### config.mk
export PLATFORM = sky130hd
export DESIGN_NAME = ipv4_host_text_parser_top
export DESIGN_NICKNAME = d
export VERILOG_FILES = /design/src/design/ihtp_pkg.sv /design/src/design/ipv4_host_text_parser_top.sv /design/src/design/ihtp_accum.sv /design/src/design/ihtp_core.sv
export SDC_FILE = /design/constraint.sdc
export NUM_CORES = 1
export LEC_CHECK = 0
export ABC_AREA = 1
export BUFFER_PORTS_ARGS = -buffer_cell sky130_fd_sc_hd__buf_2
export CORE_UTILIZATION = 40
export DETAILED_ROUTE_END_ITERATION = 8
export GPL_ROUTABILITY_DRIVEN = 0
export HOLD_SLACK_MARGIN = 0.03
export PLACE_DENSITY_LB_ADDON = 0.15
export SYNTH_ARGS = -nofsm -noshare
export SYNTH_HDL_FRONTEND = slang
export SYNTH_SLANG_ARGS = --single-unit
### constraint.sdc
create_clock -name i_clk -period 6.15 [get_ports i_clk]
set_input_delay 0.3075 -clock i_clk [delete_from_list [all_inputs] [get_ports i_clk]]
set_output_delay 0.3075 -clock i_clk [all_outputs]
set_load 0.02 [all_outputs]
### src/design/ihtp_pkg.sv
`default_nettype none
// ----------------------------------------------------------------------------
// ihtp_pkg
// shared constants and types for the ipv4 host text parser
// ----------------------------------------------------------------------------
package ihtp_pkg;

    localparam int CHAR_W   = 8;
    localparam int ACC_W    = 64;
    localparam int ADDR_W   = 32;
    localparam int STATUS_W = 3;

    localparam logic [CHAR_W-1:0] CHAR_DOT  = 8'h2E;
    localparam logic [CHAR_W-1:0] CHAR_ZERO = 8'h30;
    localparam logic [CHAR_W-1:0] CHAR_X_LO = 8'h78;
    localparam logic [CHAR_W-1:0] CHAR_X_UP = 8'h58;

    typedef enum logic [1:0] {
        RADIX_DEC,
        RADIX_OCT,
        RADIX_HEX
    } t_radix;

    typedef enum logic [STATUS_W-1:0] {
        ST_OK       = 3'd0,
        ST_TOO_MANY = 3'd1,
        ST_EMPTY    = 3'd2,
        ST_INVALID  = 3'd3,
        ST_OVERFLOW = 3'd4
    } t_status;

    typedef struct packed {
        logic [ADDR_W-1:0] address;
        t_status           status;
    } t_result;

    typedef struct packed {
        logic [ACC_W-1:0] value;
        logic             ok;
    } t_acc_out;

endpackage
`default_nettype wire

### src/design/ipv4_host_text_parser_top.sv
`default_nettype none
// ----------------------------------------------------------------------------
// ipv4_host_text_parser_top
// streaming parser of dotted ipv4 host text into a 32-bit address
// ----------------------------------------------------------------------------
// Host text enters one byte per request, tlast on its last byte, and the
// block takes one byte every cycle. The per-byte work (digit decode and the
// radix multiply-add into the 64-bit segment accumulator, then the address
// checks on the last byte) sits between the input register and the result
// register, so a result is offered from the result register once its last
// byte has left the input register. Only the last byte of a text makes a result;
// while a result waits on the output, bytes that are not last still flow, and
// a last byte waits in the input register until the output register frees.
module ipv4_host_text_parser_top (
    input  wire logic                          i_clk,
    input  wire logic                          i_rst_n,
    input  wire logic                          i_s_axis_tvalid,
    output      logic                          o_s_axis_tready,
    input  wire logic [ihtp_pkg::CHAR_W-1:0]   i_s_axis_tdata,  // [7:0] character
    input  wire logic                          i_s_axis_tlast,  // final_char
    output      logic                          o_m_axis_tvalid,
    input  wire logic                          i_m_axis_tready,
    output      logic [ihtp_pkg::ADDR_W-1:0]   o_m_axis_tdata,  // [31:0] address
    output      logic [ihtp_pkg::STATUS_W-1:0] o_m_axis_tuser   // [2:0] status
);

    logic                        r_in_valid;
    logic [ihtp_pkg::CHAR_W-1:0] r_in_char;
    logic                        r_in_last;
    logic                        r_out_valid;
    ihtp_pkg::t_result           r_out_result;

    logic              out_free;
    logic              step;
    ihtp_pkg::t_result core_result;

    assign out_free        = !r_out_valid || i_m_axis_tready;
    assign step            = r_in_valid && (!r_in_last || out_free);
    assign o_s_axis_tready = !r_in_valid || step;

    ihtp_core u_core (
        .i_clk    (i_clk),
        .i_rst_n  (i_rst_n),
        .i_step   (step),
        .i_char   (r_in_char),
        .i_last   (r_in_last),
        .o_result (core_result)
    );

    always_ff @(posedge i_clk) begin
        if (!i_rst_n) begin
            r_in_valid  <= 1'b0;
            r_out_valid <= 1'b0;
        end else begin
            if (o_s_axis_tready) begin
                r_in_valid <= i_s_axis_tvalid;
            end
            if (step && r_in_last) begin
                r_out_valid <= 1'b1;
            end else if (i_m_axis_tready) begin
                r_out_valid <= 1'b0;
            end
        end
    end

    always_ff @(posedge i_clk) begin
        if (o_s_axis_tready && i_s_axis_tvalid) begin
            r_in_char <= i_s_axis_tdata;
            r_in_last <= i_s_axis_tlast;
        end
        if (step && r_in_last) begin
            r_out_result <= core_result;
        end
    end

    assign o_m_axis_tvalid = r_out_valid;
    assign o_m_axis_tdata  = r_out_result.address;
    assign o_m_axis_tuser  = r_out_result.status;

endmodule
`default_nettype wire

### src/design/ihtp_accum.sv
`default_nettype none
// ----------------------------------------------------------------------------
// ihtp_accum
// digit decode and constant-radix multiply-add of the segment accumulator
// ----------------------------------------------------------------------------
module ihtp_accum (
    input  wire logic [ihtp_pkg::ACC_W-1:0]  i_acc,
    input  wire logic [ihtp_pkg::CHAR_W-1:0] i_char,
    input  wire ihtp_pkg::t_radix            i_radix,
    output ihtp_pkg::t_acc_out               o_res
);

    localparam int WIDE_W = ihtp_pkg::ACC_W + 4;

    logic              d_valid;
    logic              d_in_base;
    logic [3:0]        d_val;
    logic [WIDE_W-1:0] ext;
    logic [WIDE_W-1:0] dig;
    logic [WIDE_W-1:0] sum;

    always_comb begin
        d_valid = 1'b0;
        d_val   = 4'd0;
        if (i_char >= 8'h30 && i_char <= 8'h39) begin
            d_valid = 1'b1;
            d_val   = i_char[3:0];
        end else if ((i_char >= 8'h61 && i_char <= 8'h66) ||
                     (i_char >= 8'h41 && i_char <= 8'h46)) begin
            // low nibble of a..f / A..F is 1..6
            d_valid = 1'b1;
            d_val   = i_char[3:0] + 4'd9;
        end
    end

    assign ext = {4'b0000, i_acc};
    assign dig = {{(WIDE_W-4){1'b0}}, d_val};

    always_comb begin
        case (i_radix)
            ihtp_pkg::RADIX_DEC: begin
                d_in_base = (d_val < 4'd10);
                sum       = (ext << 3) + (ext << 1) + dig;
            end
            ihtp_pkg::RADIX_OCT: begin
                d_in_base = (d_val < 4'd8);
                sum       = (ext << 3) + dig;
            end
            ihtp_pkg::RADIX_HEX: begin
                d_in_base = 1'b1;
                sum       = (ext << 4) + dig;
            end
            default: begin
                d_in_base = 1'b0;
                sum       = '0;
            end
        endcase
    end

    // carry out of 64 bits means the segment no longer fits
    assign o_res.ok    = d_valid && d_in_base && (sum[WIDE_W-1:ihtp_pkg::ACC_W] == 4'd0);
    assign o_res.value = sum[ihtp_pkg::ACC_W-1:0];

endmodule
`default_nettype wire

### src/design/ihtp_core.sv
`default_nettype none
// ----------------------------------------------------------------------------
// ihtp_core
// per-character segment state and evaluation of the final address
// ----------------------------------------------------------------------------
module ihtp_core (
    input  wire logic                        i_clk,
    input  wire logic                        i_rst_n,
    input  wire logic                        i_step,
    input  wire logic [ihtp_pkg::CHAR_W-1:0] i_char,
    input  wire logic                        i_last,
    output ihtp_pkg::t_result                o_result
);

    typedef enum logic [2:0] {
        PH_START,
        PH_ZERO,
        PH_DEC,
        PH_OCT,
        PH_HEX,
        PH_DEAD
    } t_phase;

    t_phase                       r_phase, n_phase;
    logic [2:0]                   r_count, n_count;
    logic [1:0]                   r_chars, n_chars;
    ihtp_pkg::t_status            r_err, n_err;
    logic [ihtp_pkg::ACC_W-1:0]   r_acc, n_acc;
    logic [7:0]                   r_seg_lo  [3];
    logic [7:0]                   n_seg_lo  [3];
    logic [2:0]                   r_seg_big, n_seg_big;

    ihtp_pkg::t_radix   radix;
    ihtp_pkg::t_acc_out acc_out;

    always_comb begin
        case (r_phase)
            PH_ZERO, PH_OCT: radix = ihtp_pkg::RADIX_OCT;
            PH_HEX:          radix = ihtp_pkg::RADIX_HEX;
            default:         radix = ihtp_pkg::RADIX_DEC;
        endcase
    end

    ihtp_accum u_accum (
        .i_acc   (r_acc),
        .i_char  (i_char),
        .i_radix (radix),
        .o_res   (acc_out)
    );

    always_comb begin
        logic              take_acc;
        ihtp_pkg::t_status fin_err;
        logic              prev_big;
        logic              last_big;
        logic [31:0]       addr;

        n_phase   = r_phase;
        n_count   = r_count;
        n_chars   = r_chars;
        n_err     = r_err;
        n_acc     = r_acc;
        n_seg_lo  = r_seg_lo;
        n_seg_big = r_seg_big;
        take_acc  = 1'b0;

        // after a fourth dot the text is ignored until its last byte
        if (i_step && !r_count[2]) begin
            if (i_char == ihtp_pkg::CHAR_DOT) begin
                if (r_chars == 2'd0 && r_err == ihtp_pkg::ST_OK) begin
                    n_err = ihtp_pkg::ST_EMPTY;
                end
                if (r_count < 3'd3) begin
                    n_seg_lo[r_count[1:0]]  = r_acc[7:0];
                    n_seg_big[r_count[1:0]] = |r_acc[ihtp_pkg::ACC_W-1:8];
                end
                n_phase = PH_START;
                n_chars = 2'd0;
                n_acc   = '0;
                n_count = r_count + 3'd1;
            end else begin
                case (r_phase)
                    PH_START: begin
                        if (i_char == ihtp_pkg::CHAR_ZERO) begin
                            n_acc   = '0;
                            n_phase = PH_ZERO;
                        end else begin
                            n_phase  = PH_DEC;
                            take_acc = 1'b1;
                        end
                    end
                    PH_ZERO: begin
                        if (i_char == ihtp_pkg::CHAR_X_LO || i_char == ihtp_pkg::CHAR_X_UP) begin
                            n_phase = PH_HEX;
                        end else begin
                            n_phase  = PH_OCT;
                            take_acc = 1'b1;
                        end
                    end
                    PH_DEC, PH_OCT, PH_HEX: begin
                        take_acc = 1'b1;
                    end
                    default: begin
                        take_acc = 1'b0;
                    end
                endcase
                if (take_acc) begin
                    if (acc_out.ok) begin
                        n_acc = acc_out.value;
                    end else begin
                        if (r_err == ihtp_pkg::ST_OK) begin
                            n_err = ihtp_pkg::ST_INVALID;
                        end
                        n_phase = PH_DEAD;
                    end
                end
                if (r_chars != 2'd3) begin
                    n_chars = r_chars + 2'd1;
                end
            end
        end

        // evaluation on the state that includes the last byte
        fin_err = n_err;
        if (n_chars == 2'd0 && fin_err == ihtp_pkg::ST_OK) begin
            fin_err = ihtp_pkg::ST_EMPTY;
        end
        prev_big = 1'b0;
        for (int i = 0; i < 3; i++) begin
            if (3'(i) < n_count) begin
                prev_big = prev_big | n_seg_big[i];
            end
        end
        case (n_count[1:0])
            2'd0: begin
                last_big = |n_acc[63:32];
                addr     = n_acc[31:0];
            end
            2'd1: begin
                last_big = |n_acc[63:24];
                addr     = {n_seg_lo[0], n_acc[23:0]};
            end
            2'd2: begin
                last_big = |n_acc[63:16];
                addr     = {n_seg_lo[0], n_seg_lo[1], n_acc[15:0]};
            end
            default: begin
                last_big = |n_acc[63:8];
                addr     = {n_seg_lo[0], n_seg_lo[1], n_seg_lo[2], n_acc[7:0]};
            end
        endcase

        o_result.address = '0;
        if (n_count[2]) begin
            o_result.status = ihtp_pkg::ST_TOO_MANY;
        end else if (fin_err != ihtp_pkg::ST_OK) begin
            o_result.status = fin_err;
        end else if (prev_big || last_big) begin
            o_result.status = ihtp_pkg::ST_OVERFLOW;
        end else begin
            o_result.status  = ihtp_pkg::ST_OK;
            o_result.address = addr;
        end

        // the last byte leaves the parser ready for new text
        if (i_step && i_last) begin
            n_phase = PH_START;
            n_count = 3'd0;
            n_chars = 2'd0;
            n_err   = ihtp_pkg::ST_OK;
            n_acc   = '0;
        end
    end

    always_ff @(posedge i_clk) begin
        if (!i_rst_n) begin
            r_phase <= PH_START;
            r_count <= 3'd0;
            r_chars <= 2'd0;
            r_err   <= ihtp_pkg::ST_OK;
            r_acc   <= '0;
        end else begin
            r_phase <= n_phase;
            r_count <= n_count;
            r_chars <= n_chars;
            r_err   <= n_err;
            r_acc   <= n_acc;
        end
    end

    always_ff @(posedge i_clk) begin
        r_seg_lo  <= n_seg_lo;
        r_seg_big <= n_seg_big;
    end

    a_count_range: assert property (@(posedge i_clk) disable iff (!i_rst_n)
        r_count <= 3'd4)
        else $error("segment count above four");

    a_empty_at_start: assert property (@(posedge i_clk) disable iff (!i_rst_n)
        (r_chars == 2'd0) |-> (r_phase == PH_START))
        else $error("empty segment not at segment start");

    a_zero_acc: assert property (@(posedge i_clk) disable iff (!i_rst_n)
        (r_phase == PH_ZERO || r_phase == PH_START) |-> (r_acc == '0))
        else $error("accumulator not clear at segment start");

    a_clear_after_last: assert property (@(posedge i_clk) disable iff (!i_rst_n)
        (i_step && i_last) |=>
            (r_count == 3'd0 && r_chars == 2'd0 && r_err == ihtp_pkg::ST_OK))
        else $error("state not cleared after last byte");

endmodule
`default_nettype wire
==> flow_summary_export.csv <==
group,metric,value,unit
clock_tree,cts_buffer_depth,2,
synthesis,dominantRegCellSynth,"sky130_fd_sc_hd__dfxtp_1",
sta,setup_viol_count_final,0,
grt,first_pass_grt_wire_length,102000,µm
power_and_ir_drop,max-vdd-ir-drop,0.161,mV
flow_run,maxCapViolations,0,
detailed_routing,drcViolationCount,0,
worst_setup_path,timing.setup.critical_path_class,"register to register",
floorplan,fp.dieArea,43200,µm²
synthesis,yosys.cell_types.count,53,
grt,gr-usage-all-layers,0.305,
worst_setup_path,crit_required,6.35,ns
worst_setup_path,max_stage_delay,0.42,ns
layout,drive_gt1_frac,0.0765,
clock_tree,htreeDepth,4,
synthesis,synth_area_per_cell,5.73,µm²
synthesis,synth_edf_count,44,
power_and_ir_drop,power.leakage,9.24,nW
synthesis,synth_sequential_area_ratio,0.201,
floorplan,placement_rows,75,
sta,actual_slew_at_the_worst_max_slew_pin,1.14,ns
synthesis,proportion_of_netlist_area_held_by_the_largest_area_contributor,0.200,
floorplan,fp.coreArea,41900,µm²
worst_setup_path,path_max_fanout,8,
floorplan,floorplan.die.height,208,µm
synthesis,yosys.cell_count.top_type,"sky130_fd_sc_hd__nand2_1",
layout,multi_input_comb_area,11500,µm²
layout,final-seq-area,3400,µm²
detailed_routing,drtAntennaViolNets,0,
sta,max_freq,172,MHz
worst_setup_path,critical_path.endpoint_type,"register",
sta,setup_total_negative_slack,0,ns
layout,layout.core_utilization,0.450,
grt,grt.overflow.total,0,
layout,antennaDiodeCount,0,
sta,final_period_minus_worst_setup_slack,5.82,ns
power_and_ir_drop,totalPowerFinal,0.00262,W
synthesis,synth_top_cell_by_area,"sky130_fd_sc_hd__nand2_1",
sta,layout_worst_path_cycle_share,0.947,
detailed_routing,routed_via_density,5.60,
clock_tree,cts_num_sinks,148,
clock_tree,cts_made_buffers,17,
power_and_ir_drop,pwr_density_cell,139,nW/µm²
detailed_routing,drtPass1Iterations,7,
detailed_routing,route.vias.total,19947,
worst_setup_path,critPathLaunchType,"register",
worst_hold_path,worst_hold_path_type,"input pin to register",
status,result_of_the_run,"finished, final reports clean",
grt,first_global_vias,17898,
clock_tree,cts.root.buffer_cell,"sky130_fd_sc_hd__clkbuf_16",
synthesis,synthesis.instances,2959,
place,port-buffer-count,49,
layout,fill_cells,4556,
clock_tree,clkLatencyLatePin,0.44,ns
detailed_routing,avgRoutedWirePerCell,19.1,µm
synthesis,asyncSetResetFlopFracSynth,0,
clock_tree,cts_tree,"done",
worst_setup_path,cp_slowest_cell,"sky130_fd_sc_hd__edfxtp_1",
sta,slew-limit-headroom,0.236,
sta,worst_clock_skew,0.0138,ns
floorplan,io_pins,50,
clock_tree,clk_pin_slew,0.07,ns
detailed_routing,drt_first_iter_violations,2310,
worst_setup_path,critical-path-top-cell-by-count,"sky130_fd_sc_hd__nand2_1",
worst_setup_path,worst_ep_arrival_time,6.02,ns
grt,maximum_number_of_pins_on_one_net_before_global_route_repair,76,
layout,areaGrowthSynthToFinish,11.0,%
floorplan,initial_utilization,0.405,
synthesis,ys_top_cells_by_area,"sky130_fd_sc_hd__nand2_1 (20%), sky130_fd_sc_hd__dfxtp_1 (12%), sky130_fd_sc_hd__ha_1 (10%)",
synthesis,synth.yosys.warnings,0,
layout,numnets_final,3160,
detailed_routing,wirelength,68000,µm
synthesis,netlist_area,17000,µm²
floorplan,width_of_the_die,208,µm
grt,antenna_found_initial,0,
synthesis,synth_fp_nets,3111,
synthesis,yosys_register_bits,148,
sta,finalHoldViolations,0,
synthesis,synthTopCellsByCount,"sky130_fd_sc_hd__nand2_1 (906), sky130_fd_sc_hd__inv_1 (442), sky130_fd_sc_hd__nor2_1 (340), sky130_fd_sc_hd__nand3_1 (209), sky130_fd_sc_hd__a21oi_1 (162)",
place,dpl.hpwl,53600,µm
sta,maxSlewViolCount,0,
==> layer usage <==
layer,share of wire,GRT usage,vias up
met5,0,0,-
met4,0.069,0.198,0
met3,0.084,0.0400,229
met2,0.43,0.470,1028
met1,0.42,0.401,8982
li1,-,-,9708
==> flip-flops by register name, summed over array words and instances, names as in the netlist <==
signal            count
u_core.r_seg_big      3
u_core.r_seg_lo      24
o_m_axis_tdata       32
u_core.r_chars        2
u_core.r_acc         64
u_core.r_count        3
r_in_valid            1
o_m_axis_tvalid       1
u_core.r_phase        3
r_in_char             8
o_m_axis_tuser        3
r_in_last             1
u_core.r_err          3
==> kinds of logic (layout without fill, tap and decap cells) <==
group                    Yosys count  in the layout  share of synthesized area
AO/OA/AOI/OAI                    412            412                      0.134
XOR/XNOR                          13             13                    0.00671
adder cells (fa/ha/maj)          139            139                      0.103
buffers and inverters            542            603                      0.125
flip-flops                       148            148                      0.201
AND/OR/NAND/NOR                 1705           1706                      0.430
==> cell type report <==
| class | instances | share of cell area |
|---|---|---|
| multi-input combinational | 2270 | 0.612 |
| sequential | 148 | 0.181 |
| inverter | 459 | 0.0915 |
| timing repair buffer | 112 | 0.0492 |
| tap | 539 | 0.0358 |
| clock buffer | 18 | 0.0228 |
| clock inverter | 14 | 0.00764 |
==> worst paths after layout <==
path	startpoint	endpoint	slack [ns]	cells past startpoint
min	i_s_axis_tdata[2]	r_in_char[2]	0.07	1
max	r_in_char[0]	o_m_axis_tdata[24]	0.33	41
min reg2reg	u_core.r_err[2]	u_core.r_err[2]	0.47	2
max reg2reg	r_in_char[0]	o_m_axis_tdata[24]	0.33	41
==> critical path, delay by kind of cell, from the launching register on <==
family / cells / cell delay (ns)
and+or+nand+nor: 26 / 2.42
DFF: 1 / 0.42
AOI/OAI and AO/OA: 3 / 0.59
adders and majority gates: 3 / 0.94
buffers and inverters: 9 / 1.21
==> metrics by stage <==
stage | instance area, µm² | hold slack, ns | instances | worst slack [ns]
after detailed placement | 17900 | 0.447 | 3507 | -0.0213
final | 18800 | 0.0730 | 3560 | 0.327
after global routing | 18800 | 0.0655 | 3560 | -0.0140
after global placement | 17900 | 0.443 | 3507 | 0.112
after CTS | 18500 | 0.0412 | 3548 | 0.00850
after floorplan | 17000 | 0.405 | 2959 | 1.30
==> power by group <==
group	internal (W)	switching (W)
registers	0.00102	0.0000290
logic	0.000164	0.000371
clock network	0.000569	0.000464
total	0.00176	0.000864
==> cells in the final DEF, fill, tap and decap left out, types with 4 or more instances in the layout <==
master | synthesis | final
sky130_fd_sc_hd__edfxtp_1 | 44 | 44
sky130_fd_sc_hd__nor3_1 | 62 | 62
sky130_fd_sc_hd__dlygate4sd3_1 | 0 | 7
sky130_fd_sc_hd__inv_6 | 0 | 4
sky130_fd_sc_hd__nand2_2 | 3 | 8
sky130_fd_sc_hd__o21ai_0 | 160 | 157
sky130_fd_sc_hd__a21oi_1 | 162 | 162
sky130_fd_sc_hd__o21bai_1 | 24 | 24
sky130_fd_sc_hd__nand3_1 | 209 | 207
sky130_fd_sc_hd__clkbuf_16 | 0 | 22
sky130_fd_sc_hd__o22ai_1 | 10 | 10
sky130_fd_sc_hd__nand4_1 | 92 | 92
sky130_fd_sc_hd__ha_1 | 137 | 137
sky130_fd_sc_hd__nand2_1 | 906 | 900
sky130_fd_sc_hd__buf_12 | 0 | 7
sky130_fd_sc_hd__nor4_1 | 12 | 12
sky130_fd_sc_hd__nor2_2 | 35 | 39
sky130_fd_sc_hd__or2_2 | 10 | 10
sky130_fd_sc_hd__nand3_2 | 2 | 4
sky130_fd_sc_hd__nand3b_1 | 14 | 14
sky130_fd_sc_hd__and2_1 | 5 | 5
sky130_fd_sc_hd__o21ai_1 | 9 | 10
sky130_fd_sc_hd__nor2_1 | 340 | 333
sky130_fd_sc_hd__o211ai_1 | 22 | 22
sky130_fd_sc_hd__inv_1 | 442 | 441
sky130_fd_sc_hd__dfxtp_1 | 104 | 104
sky130_fd_sc_hd__inv_2 | 12 | 13
sky130_fd_sc_hd__nor3_2 | 4 | 4
sky130_fd_sc_hd__xor2_1 | 12 | 12
sky130_fd_sc_hd__buf_4 | 7 | 41
sky130_fd_sc_hd__clkinv_1 | 5 | 5
sky130_fd_sc_hd__buf_2 | 11 | 49
sky130_fd_sc_hd__nor2_4 | 2 | 5
sky130_fd_sc_hd__o221ai_1 | 6 | 6
==> repair_timing <==
action                                  CTS  global route
resized for setup                         1            35
endpoints found under the setup margin   26            33
hold buffers                              7             0
pin swaps                                 1             3
endpoints found under the hold margin     7             0
setup buffers                             1             6
cloned                                    1             6
(Power assumes the default switching activity.)
